## src/hw/rtl/tjq_pkg.sv

```systemverilog
// Shared types and codes for the timed job queue.
package tjq_pkg;

	typedef enum logic [1:0] {
		MODE_ADD  = 2'd0,
		MODE_DEL  = 2'd1,
		MODE_TICK = 2'd2,
		MODE_PROC = 2'd3
	} mode_t;

	typedef enum logic [1:0] {
		ST_OK        = 2'd0,
		ST_FULL      = 2'd1,
		ST_NOT_FOUND = 2'd2,
		ST_NONE_DUE  = 2'd3
	} status_t;

	typedef enum logic [1:0] {
		ID_ZERO   = 2'd0,
		ID_NEW    = 2'd1,
		ID_TARGET = 2'd2,
		ID_PEND   = 2'd3
	} id_src_t;

	typedef struct packed {
		logic [63:0] due;
		logic [31:0] id;
	} entry_t;

	// Controller to datapath
	typedef struct packed {
		logic    take;
		logic    add_id;
		logic    tick;
		logic    idx_load_count;
		logic    scan_start;
		logic    idx_inc;
		logic    idx_dec;
		logic    rd;
		logic    rd_prev;
		logic    wr;
		logic    wr_prev;
		logic    wr_new;
		logic    found_set;
		logic    count_inc;
		logic    count_dec;
		logic    pop;
		logic    pend_load;
		logic    emit;
		status_t emit_status;
		id_src_t emit_id;
		logic    emit_last;
	} cmd_t;

	// Datapath to controller
	typedef struct packed {
		logic full;
		logic idx_zero;
		logic idx_end;
		logic cmp_le;
		logic due_now;
		logic id_match;
		logic found;
		logic pend_valid;
		logic out_free;
	} sts_t;

endpackage

```

## src/hw/rtl/tjq_req_if.sv

```systemverilog
// Request channel of the timed job queue.
interface tjq_req_if;
	logic             valid;
	logic             ready;
	tjq_pkg::mode_t   mode;
	logic [31:0]      wait_ticks;
	logic [31:0]      target_id;

	modport source (output valid, mode, wait_ticks, target_id, input ready);
	modport sink (input valid, mode, wait_ticks, target_id, output ready);
endinterface

```

## src/hw/rtl/tjq_rsp_if.sv

```systemverilog
// Response channel of the timed job queue.
interface tjq_rsp_if;
	logic             valid;
	logic             ready;
	tjq_pkg::status_t status;
	logic [31:0]      job_id;
	logic             last;

	modport source (output valid, status, job_id, last, input ready);
	modport sink (input valid, status, job_id, last, output ready);
endinterface

```

## src/hw/rtl/timed_job_queue.sv

```systemverilog
// Top level of the timed job queue: sorted timer queue of up to DEPTH jobs.
//
//   channel  direction  fields                          meaning
//   req      in         mode, wait_ticks, target_id     add, delete, tick, process
//   rsp      out        status, job_id, last            one or more per request
//
// One request at a time; jobs live in a single-port ring memory with a
// registered read, so every visited entry passes through a read and a check state.
// Tick and add to a full queue go straight to the response. Add walks the
// entries due later than the new job, until an earlier entry ends the walk.
// Delete walks every entry. Process walks the due jobs, until a job
// not yet due ends the walk.
// Reset clears the time, the id counter and the fill count; no clearing pass.
// A stalled response holds the controller; the next request is taken while
// the last response still waits in the output register.
module timed_job_queue #(
	parameter int DEPTH = 16
) (
	input  logic       clk,
	input  logic       arst_n,
	tjq_req_if.sink    req,
	tjq_rsp_if.source  rsp
);
	import tjq_pkg::*;

	cmd_t cmd;
	sts_t sts;
	logic in_ready;

	assign req.ready = in_ready;

	tjq_ctrl u_ctrl (
		.clk      (clk),
		.arst_n   (arst_n),
		.in_valid (req.valid),
		.in_mode  (req.mode),
		.in_ready (in_ready),
		.sts      (sts),
		.cmd      (cmd)
	);

	tjq_dpath #(
		.DEPTH (DEPTH)
	) u_dpath (
		.clk        (clk),
		.arst_n     (arst_n),
		.wait_ticks (req.wait_ticks),
		.target_id  (req.target_id),
		.cmd        (cmd),
		.sts        (sts),
		.rsp_ready  (rsp.ready),
		.rsp_valid  (rsp.valid),
		.rsp_status (rsp.status),
		.rsp_job_id (rsp.job_id),
		.rsp_last   (rsp.last)
	);

`ifndef SYNTHESIS
	a_emit_free: assert property (@(posedge clk) disable iff (!arst_n)
		cmd.emit |-> sts.out_free)
		else $error("response loaded while output register busy");

	a_no_overfill: assert property (@(posedge clk) disable iff (!arst_n)
		cmd.count_inc |-> !sts.full)
		else $error("insert into a full queue");

	a_prev_index: assert property (@(posedge clk) disable iff (!arst_n)
		((cmd.rd && cmd.rd_prev) || (cmd.wr && cmd.wr_prev)) |-> !sts.idx_zero)
		else $error("access before the queue head");

	a_rsp_after_req: assert property (@(posedge clk) disable iff (!arst_n)
		(req.valid && req.ready) |=> !req.ready)
		else $error("request taken while previous request in progress");
`endif

endmodule

```

## src/hw/rtl/tjq_dpath.sv

```systemverilog
// Datapath of the timed job queue: ring memory, counters, compares, response register.
module tjq_dpath #(
	parameter int DEPTH = 16
) (
	input  logic               clk,
	input  logic               arst_n,
	input  logic [31:0]        wait_ticks,
	input  logic [31:0]        target_id,
	input  tjq_pkg::cmd_t      cmd,
	output tjq_pkg::sts_t      sts,
	input  logic               rsp_ready,
	output logic               rsp_valid,
	output tjq_pkg::status_t   rsp_status,
	output logic [31:0]        rsp_job_id,
	output logic               rsp_last
);
	import tjq_pkg::*;

	localparam int AW = $clog2(DEPTH);
	localparam int CW = $clog2(DEPTH + 1);
	localparam int SW = CW + 1;

	entry_t         mem [DEPTH];
	entry_t         rd_q;
	entry_t         wr_data;
	logic [63:0]    now_q;
	logic [31:0]    next_id_q;
	logic [63:0]    new_due_q;
	logic [31:0]    new_id_q;
	logic [31:0]    target_q;
	logic [31:0]    pend_q;
	logic           pend_valid_q;
	logic           found_q;
	logic [CW-1:0]  count_q;
	logic [CW-1:0]  idx_q;
	logic [CW-1:0]  idx_m1;
	logic [AW-1:0]  head_q;
	logic [AW-1:0]  rd_addr;
	logic [AW-1:0]  wr_addr;
	logic           rsp_valid_q;
	status_t        rsp_status_q;
	logic [31:0]    rsp_id_q;
	logic           rsp_last_q;
	logic [31:0]    emit_id;
	logic           out_free;

	// Map a position in queue order to a slot of the ring
	function automatic logic [AW-1:0] slot(input logic [AW-1:0] base, input logic [CW-1:0] off);
		logic [SW-1:0] sum;
		sum = SW'(base) + SW'(off);
		if (sum >= SW'(DEPTH))
			sum = sum - SW'(DEPTH);
		return sum[AW-1:0];
	endfunction

	assign idx_m1  = idx_q - CW'(1);
	assign rd_addr = slot(head_q, cmd.rd_prev ? idx_m1 : idx_q);
	assign wr_addr = slot(head_q, cmd.wr_prev ? idx_m1 : idx_q);
	assign wr_data = cmd.wr_new ? entry_t'{due: new_due_q, id: new_id_q} : rd_q;

	always_ff @(posedge clk) begin
		if (cmd.wr)
			mem[wr_addr] <= wr_data;
		if (cmd.rd)
			rd_q <= mem[rd_addr];
	end

	always_ff @(posedge clk) begin
		if (cmd.take) begin
			new_due_q <= now_q + 64'(wait_ticks);
			new_id_q  <= next_id_q;
			target_q  <= target_id;
		end
		if (cmd.pend_load)
			pend_q <= rd_q.id;
	end

	always_ff @(posedge clk or negedge arst_n) begin
		if (!arst_n) begin
			now_q        <= '0;
			next_id_q    <= '0;
			count_q      <= '0;
			head_q       <= '0;
			idx_q        <= '0;
			found_q      <= 1'b0;
			pend_valid_q <= 1'b0;
		end else begin
			if (cmd.tick)
				now_q <= now_q + 64'd1;
			if (cmd.add_id)
				next_id_q <= next_id_q + 32'd1;

			if (cmd.idx_load_count)
				idx_q <= count_q;
			else if (cmd.scan_start)
				idx_q <= '0;
			else if (cmd.idx_inc)
				idx_q <= idx_q + CW'(1);
			else if (cmd.idx_dec)
				idx_q <= idx_m1;

			if (cmd.scan_start) begin
				found_q      <= 1'b0;
				pend_valid_q <= 1'b0;
			end else begin
				if (cmd.found_set)
					found_q <= 1'b1;
				if (cmd.pend_load)
					pend_valid_q <= 1'b1;
			end

			// Drop the expired jobs by moving the head past them
			if (cmd.pop) begin
				head_q  <= slot(head_q, idx_q);
				count_q <= count_q - idx_q;
			end else if (cmd.count_inc)
				count_q <= count_q + CW'(1);
			else if (cmd.count_dec)
				count_q <= count_q - CW'(1);
		end
	end

	always_comb begin
		case (cmd.emit_id)
			ID_NEW:    emit_id = new_id_q;
			ID_TARGET: emit_id = target_q;
			ID_PEND:   emit_id = pend_q;
			default:   emit_id = '0;
		endcase
	end

	assign out_free = !rsp_valid_q || rsp_ready;

	always_ff @(posedge clk or negedge arst_n) begin
		if (!arst_n)
			rsp_valid_q <= 1'b0;
		else if (cmd.emit)
			rsp_valid_q <= 1'b1;
		else if (rsp_ready)
			rsp_valid_q <= 1'b0;
	end

	always_ff @(posedge clk) begin
		if (cmd.emit) begin
			rsp_status_q <= cmd.emit_status;
			rsp_id_q     <= emit_id;
			rsp_last_q   <= cmd.emit_last;
		end
	end

	assign rsp_valid  = rsp_valid_q;
	assign rsp_status = rsp_status_q;
	assign rsp_job_id = rsp_id_q;
	assign rsp_last   = rsp_last_q;

	assign sts.full       = count_q == CW'(DEPTH);
	assign sts.idx_zero   = idx_q == '0;
	assign sts.idx_end    = idx_q == count_q;
	assign sts.cmp_le     = rd_q.due <= new_due_q;
	assign sts.due_now    = rd_q.due <= now_q;
	assign sts.id_match   = rd_q.id == target_q;
	assign sts.found      = found_q;
	assign sts.pend_valid = pend_valid_q;
	assign sts.out_free   = out_free;

endmodule

```

## src/hw/rtl/tjq_ctrl.sv

```systemverilog
// Controller state machine of the timed job queue.
module tjq_ctrl (
	input  logic              clk,
	input  logic              arst_n,
	input  logic              in_valid,
	input  tjq_pkg::mode_t    in_mode,
	output logic              in_ready,
	input  tjq_pkg::sts_t     sts,
	output tjq_pkg::cmd_t     cmd
);
	import tjq_pkg::*;

	typedef enum logic [3:0] {
		S_IDLE,
		S_ADD_RD,
		S_ADD_CHK,
		S_DEL_RD,
		S_DEL_CHK,
		S_PR_RD,
		S_PR_CHK,
		S_PR_END,
		S_RESP
	} state_t;

	state_t  state_q;
	status_t resp_status_q;
	id_src_t resp_id_q;

	assign in_ready = state_q == S_IDLE;

	always_ff @(posedge clk or negedge arst_n) begin
		if (!arst_n) begin
			state_q       <= S_IDLE;
			resp_status_q <= ST_OK;
			resp_id_q     <= ID_ZERO;
		end else begin
			case (state_q)
				S_IDLE: begin
					if (in_valid) begin
						case (in_mode)
							MODE_ADD: begin
								if (sts.full) begin
									resp_status_q <= ST_FULL;
									resp_id_q     <= ID_NEW;
									state_q       <= S_RESP;
								end else
									state_q <= S_ADD_RD;
							end
							MODE_DEL: state_q <= S_DEL_RD;
							MODE_TICK: begin
								resp_status_q <= ST_OK;
								resp_id_q     <= ID_ZERO;
								state_q       <= S_RESP;
							end
							MODE_PROC: state_q <= S_PR_RD;
							default: state_q <= S_IDLE;
						endcase
					end
				end
				S_ADD_RD: begin
					if (sts.idx_zero) begin
						resp_status_q <= ST_OK;
						resp_id_q     <= ID_NEW;
						state_q       <= S_RESP;
					end else
						state_q <= S_ADD_CHK;
				end
				S_ADD_CHK: begin
					if (sts.cmp_le) begin
						resp_status_q <= ST_OK;
						resp_id_q     <= ID_NEW;
						state_q       <= S_RESP;
					end else
						state_q <= S_ADD_RD;
				end
				S_DEL_RD: begin
					if (sts.idx_end) begin
						resp_status_q <= sts.found ? ST_OK : ST_NOT_FOUND;
						resp_id_q     <= ID_TARGET;
						state_q       <= S_RESP;
					end else
						state_q <= S_DEL_CHK;
				end
				S_DEL_CHK: state_q <= S_DEL_RD;
				S_PR_RD: state_q <= sts.idx_end ? S_PR_END : S_PR_CHK;
				S_PR_CHK: begin
					if (!sts.due_now)
						state_q <= S_PR_END;
					else if (!sts.pend_valid || sts.out_free)
						state_q <= S_PR_RD;
				end
				S_PR_END: begin
					if (sts.out_free)
						state_q <= S_IDLE;
				end
				S_RESP: begin
					if (sts.out_free)
						state_q <= S_IDLE;
				end
				default: state_q <= S_IDLE;
			endcase
		end
	end

	always_comb begin
		cmd = '0;
		case (state_q)
			S_IDLE: begin
				if (in_valid) begin
					cmd.take = 1'b1;
					case (in_mode)
						MODE_ADD: begin
							cmd.add_id         = 1'b1;
							cmd.idx_load_count = 1'b1;
						end
						MODE_DEL:  cmd.scan_start = 1'b1;
						MODE_TICK: cmd.tick = 1'b1;
						MODE_PROC: cmd.scan_start = 1'b1;
						default: cmd.take = 1'b1;
					endcase
				end
			end
			// Walk back from the tail, shifting later jobs up by one
			S_ADD_RD: begin
				if (sts.idx_zero) begin
					cmd.wr        = 1'b1;
					cmd.wr_new    = 1'b1;
					cmd.count_inc = 1'b1;
				end else begin
					cmd.rd      = 1'b1;
					cmd.rd_prev = 1'b1;
				end
			end
			S_ADD_CHK: begin
				cmd.wr = 1'b1;
				if (sts.cmp_le) begin
					cmd.wr_new    = 1'b1;
					cmd.count_inc = 1'b1;
				end else
					cmd.idx_dec = 1'b1;
			end
			S_DEL_RD: begin
				if (sts.idx_end)
					cmd.count_dec = sts.found;
				else
					cmd.rd = 1'b1;
			end
			// Once matched, move each following entry down by one
			S_DEL_CHK: begin
				if (sts.found) begin
					cmd.wr      = 1'b1;
					cmd.wr_prev = 1'b1;
				end else
					cmd.found_set = sts.id_match;
				cmd.idx_inc = 1'b1;
			end
			S_PR_RD: cmd.rd = !sts.idx_end;
			// Hold one due job back until the next one tells whether it is the last
			S_PR_CHK: begin
				if (sts.due_now && (!sts.pend_valid || sts.out_free)) begin
					cmd.pend_load   = 1'b1;
					cmd.idx_inc     = 1'b1;
					cmd.emit        = sts.pend_valid;
					cmd.emit_status = ST_OK;
					cmd.emit_id     = ID_PEND;
				end
			end
			S_PR_END: begin
				if (sts.out_free) begin
					cmd.emit        = 1'b1;
					cmd.emit_last   = 1'b1;
					cmd.pop         = 1'b1;
					cmd.emit_status = sts.pend_valid ? ST_OK : ST_NONE_DUE;
					cmd.emit_id     = sts.pend_valid ? ID_PEND : ID_ZERO;
				end
			end
			S_RESP: begin
				if (sts.out_free) begin
					cmd.emit        = 1'b1;
					cmd.emit_last   = 1'b1;
					cmd.emit_status = resp_status_q;
					cmd.emit_id     = resp_id_q;
				end
			end
			default: cmd = '0;
		endcase
	end

endmodule
```

## src/flat_wrapper.sv

```systemverilog
// flat-port wrapper written by rule: the top's interface ports become plain ports
module timed_job_queue_flat import tjq_pkg::*;
#(
	parameter int DEPTH = 16
)
  (clk, arst_n, req_valid, req_mode, req_wait_ticks, req_target_id, req_ready, rsp_valid, rsp_status, rsp_job_id, rsp_last, rsp_ready);
  tjq_req_if req_i ();
  tjq_rsp_if rsp_i ();
  input  logic clk;
  input  logic arst_n;
  input wire logic [$bits(req_i.valid)-1:0] req_valid;
  input wire logic [$bits(req_i.mode)-1:0] req_mode;
  input wire logic [$bits(req_i.wait_ticks)-1:0] req_wait_ticks;
  input wire logic [$bits(req_i.target_id)-1:0] req_target_id;
  output wire logic [$bits(req_i.ready)-1:0] req_ready;
  output wire logic [$bits(rsp_i.valid)-1:0] rsp_valid;
  output wire logic [$bits(rsp_i.status)-1:0] rsp_status;
  output wire logic [$bits(rsp_i.job_id)-1:0] rsp_job_id;
  output wire logic [$bits(rsp_i.last)-1:0] rsp_last;
  input wire logic [$bits(rsp_i.ready)-1:0] rsp_ready;
  assign req_i.valid = req_valid;
  assign req_i.mode = req_mode;
  assign req_i.wait_ticks = req_wait_ticks;
  assign req_i.target_id = req_target_id;
  assign req_ready = req_i.ready;
  assign rsp_valid = rsp_i.valid;
  assign rsp_status = rsp_i.status;
  assign rsp_job_id = rsp_i.job_id;
  assign rsp_last = rsp_i.last;
  assign rsp_i.ready = rsp_ready;
  timed_job_queue #(.DEPTH(DEPTH)) u_core (.clk(clk), .arst_n(arst_n), .req(req_i), .rsp(rsp_i));
endmodule
```

## config.mk

```make
export PLATFORM = sky130hd
export DESIGN_NAME = timed_job_queue_flat
export DESIGN_NICKNAME = d
export VERILOG_FILES = /design/src/hw/rtl/tjq_pkg.sv /design/src/hw/rtl/tjq_req_if.sv /design/src/hw/rtl/tjq_rsp_if.sv /design/src/hw/rtl/timed_job_queue.sv /design/src/hw/rtl/tjq_dpath.sv /design/src/hw/rtl/tjq_ctrl.sv /design/src/flat_wrapper.sv
export SDC_FILE = /design/constraint.sdc
export NUM_CORES = 2
export LEC_CHECK = 0
export ABC_CLOCK_PERIOD_IN_PS = 13100
export CORE_MARGIN = 2
export CORE_UTILIZATION = 55
export CTS_CLUSTER_SIZE = 10
export DETAILED_ROUTE_END_ITERATION = 6
export DONT_BUFFER_PORTS = 1
export GPL_ROUTABILITY_DRIVEN = 1
export PLACE_DENSITY = 0.71
export SLEW_MARGIN = 0
export SYNTH_ARGS = -nofsm -noshare
export SYNTH_HDL_FRONTEND = slang
export SYNTH_SLANG_ARGS = --single-unit
export TNS_END_PERCENT = 50
```

## constraint.sdc

```tcl
create_clock -name clk -period 13.1 [get_ports clk]
set_clock_uncertainty 0.05 [all_clocks]
set_input_delay 1.31 -clock clk [delete_from_list [all_inputs] [get_ports clk]]
set_output_delay 1.31 -clock clk [all_outputs]
set_load 0.05 [all_outputs]
```

==> flow_summary.json <==
{
  "yosysWarnings": 0,
  "worstSetupEndpointType": "flip-flop",
  "muxShareOfSynthArea_pct": 14.0,
  "relSlewSlack_pct": 11.4,
  "holdBufCountCts": 0,
  "cellPowerDensity_nw_per_um2": 299,
  "yosys.area_share.simple_pct": 3.47,
  "clock_latency_ns": 0.84,
  "fin_cells": 6447,
  "crit_buf_inv": 3,
  "ys_seq_area_share_pct": 72.1,
  "r2r_slack_ns": 6.74,
  "grt_setup_unrepaired": "no",
  "crit_top_cell": "mux4_2",
  "globalRouteTotalUtil_pct": 25.6,
  "yosysTopAreaCellShare_pct": 68.4,
  "dp.cells": 6105,
  "drt-pass1-iter-count": 7,
  "fin_util_pct": 61.5,
  "synth_edf_count": 1827,
  "grt_most_used_layer": "met2",
  "crit_arrival_ns": 6.84,
  "detail-route-antenna-nets": 0,
  "synth_fp_nets": 4493,
  "synth_largest_area_cell": "edfxtp_1",
  "synth-async-reset-ratio_pct": 6.21,
  "grt_use_met2_pct": 41.1,
  "row_count": 140,
  "antenna_found_initial": 5,
  "max_stage_delay_ns": 1.21,
  "hp-class": "input pin to async pin",
  "vdd_drop_max_mv": 0.642,
  "grt_pass1_wl_um": 278000,
  "nets": 4662,
  "power_mw": 26.7,
  "post_cts_buffers": 0,
  "grt_pass1_vias": 41500,
  "drt_iter0_markers": 4520,
  "avgSynthCellArea_um2": 18.9,
  "synth_xor_area_share_pct": 2.24,
  "wl_um": 188000,
  "crit_fanout": 150,
  "n_fill_cell": 9955,
  "tns_ns": 0,
  "period_minus_slack_ns": 6.36,
  "layout-drive-gt1-share_pct": 20.3,
  "wl_per_cell_um": 29.1,
  "cts_tree": "done",
  "status": "complete, no violations",
  "hpwlAfterDp_um": 105000,
  "via_per_inst": 6.37,
  "syn-cell-area_um2": 80300,
  "tightestPinTransition_ns": 1.32,
  "cpMaxStageDelayCell": "fa_4",
  "cp-start-kind": "flip-flop",
  "die_h_um": 386,
  "setup_viol": 0,
  "die-area_um2": 149000,
  "gr-total-overflow": 0,
  "drc": 0,
  "htreeDepth": 4,
  "path_clk_slew_ns": 0.06,
  "synth_top_family_by_area": "multiplexers",
  "path_cells": "inv_1 > ha_1 > and3_1 > nand2b_1 > and4b_1 > xnor2_1 > ha_4 > fa_4 > buf_12 > buf_4 > mux4_2 > mux4_2",
  "cts_resized": 0,
  "yosys-top-cells-area": "edfxtp_1 (68%), mux4_2 (13%), dfrtp_1 (3.8%), ha_1 (2.8%), xnor2_1 (1.9%)",
  "cts_sinks": 1948,
  "port_buffers": 0,
  "cp.required_ns": 13.58,
  "cts_made_buffers": 216,
  "initial_core_util_pct": 55.3,
  "pin_count": 107,
  "synthDistinctLibCells": 84,
  "core_area_um2": 145000,
  "ys.flop_type": "edfxtp_1",
  "synth_compound_area_share_pct": 3.48,
  "synthToLayoutAreaGrowth_pct": 11.3,
  "gp_congestion": 0.857,
  "p_leak_nw": 29.7,
  "hold_viol_final": 0,
  "fin_crit_sh_pct": 48.5,
  "ys_ff_latch": 1948,
  "synth_fa_ha_area_share_pct": 2.96,
  "cts_root_buf": "clkbuf_16",
  "grtUsageMet3_pct": 4.39,
  "maxCapViolations": 0,
  "slew_viol_final": 0,
  "max_freq_mhz": 157,
  "grt_max_degree": 151,
  "die_w_um": 386,
  "crit_family": "adder cells",
  "met1_usage_pct": 36.8,
  "syn_inst": 4237,
  "vias": 41100,
  "cts_buffer_depth": 3,
  "criticalPathCategory": "flip-flop to flip-flop"
}
final cells by class:
type	instances	area [um2]	share of cell area, %
tap	1917	2400	2.68
timing repair buffer	113	923	1.03
inverter	192	721	0.807
clock buffer	315	5790	6.48
multi-input combinational	1935	21200	23.7
clock inverter	25	425	0.476
antenna	2	5.00	0.00560
sequential	1948	57900	64.8
kinds of logic (layout without fill, tap and decap cells):
| family | count (synthesis) | in the layout |
|---|---|---|
| buffers and inverters | 354 | 645 |
| xor gates and xnor gates | 205 | 205 |
| and+or+nand+nor | 586 | 586 |
| muxes | 520 | 520 |
| AOI/OAI and AO/OA | 438 | 438 |
| other | 0 | 2 |
| DFF | 1948 | 1948 |
| adders and majority gates | 186 | 186 |
synth_stat cells, types with 6 or more instances:
master,instances
a21oi_1,105
mux4_2,480
or3_1,9
a21o_1,40
and3_1,21
nand3_1,54
o2111ai_1,6
nand2b_1,10
fa_1,6
nor3_1,35
a31oi_1,11
mux2_2,38
nand2_1,210
buf_2,16
dfrtp_1,121
o21a_1,11
inv_1,191
o211ai_1,23
xor2_1,29
nor2b_1,12
clkbuf_1,141
o21ai_1,39
and2_1,7
nand4_1,59
edfxtp_1,1827
ha_1,180
a22oi_1,33
o21ai_0,105
a211oi_1,7
nor4_1,18
nor2_1,121
xnor2_1,176
where the power goes:
| group | switching [mW] | internal [mW] | total (mW) |
|---|---|---|---|
| sequential | 0.601 | 9.01 | 9.61 |
| clock | 2.35 | 3.06 | 5.41 |
| combinational | 6.10 | 5.61 | 11.7 |
registers in the layout, summed over array words and instances (netlist names), 5 cells and up:
name,count
u_core.u_dpath.mem,1536
u_core.u_dpath.pend_q,32
u_core.u_dpath.new_id_q,32
u_core.u_dpath.rsp_job_id,32
u_core.u_dpath.new_due_q,64
u_core.u_dpath.next_id_q,32
u_core.u_dpath.count_q,5
u_core.u_dpath.target_q,32
u_core.u_dpath.rd_q,96
u_core.u_dpath.now_q,64
u_core.u_dpath.idx_q,5
cells in the final DEF, fill, tap and decap left out, types with 7 or more instances in the layout:
cell,count
edfxtp_1,1827
mux4_2,480
clkbuf_16,216
nand2_1,210
inv_1,191
ha_1,179
xnor2_1,174
dfrtp_1,121
buf_4,107
a21oi_1,105
nor2_1,103
clkbuf_1,98
o21ai_0,90
nand4_1,59
nand3_1,54
o21ai_1,53
a21o_1,40
mux2_2,38
nor3_1,35
a22oi_1,33
xor2_1,29
o211ai_1,23
and3_1,21
nor4_1,17
nor2_4,16
nor2b_1,12
o21a_1,11
a31oi_1,11
nand2b_1,10
or3_1,9
clkinv_16,9
a211oi_1,7
layer usage:
metal  up-vias  part of all wire [%]
met2      1862                    49
met1     21600                    41
met5         -                 0.030
li1      17400                     -
met3       294                   7.8
met4         4                   2.3
through the flow:
step / setup WS (ns) / instance area [um2] / hold WS [ns]
after floorplan: 3.78 / 80300 / 0.375
after global placement: 6.85 / 83100 / 0.415
after CTS: 6.76 / 89300 / 0.0686
after global routing: 6.37 / 89300 / 0.0765
final: 6.74 / 89400 / 0.127
after detailed placement: 6.89 / 83100 / 0.409
final timing paths:
check,startpoint,end,depth (start not counted)
worst max-delay path,u_core.u_dpath.idx_q[1]$_DFFE_PN0P_,u_core.u_dpath.rd_q[78]$_DFFE_PP_,12
worst min-delay path,arst_n,u_core.u_dpath.idx_q[1]$_DFFE_PN0P_,0
worst max register to register,u_core.u_dpath.idx_q[1]$_DFFE_PN0P_,u_core.u_dpath.rd_q[78]$_DFFE_PP_,12
worst min register to register,u_core.u_dpath.next_id_q[31]$_DFFE_PN0P_,u_core.u_dpath.next_id_q[31]$_DFFE_PN0P_,1
max in group asynchronous,arst_n,u_core.u_dpath.now_q[60]$_DFFE_PN0P_,0
min in group clk,u_core.u_dpath.next_id_q[31]$_DFFE_PN0P_,u_core.u_dpath.next_id_q[31]$_DFFE_PN0P_,1
Note: power is estimated with default switching activity, not from simulation.
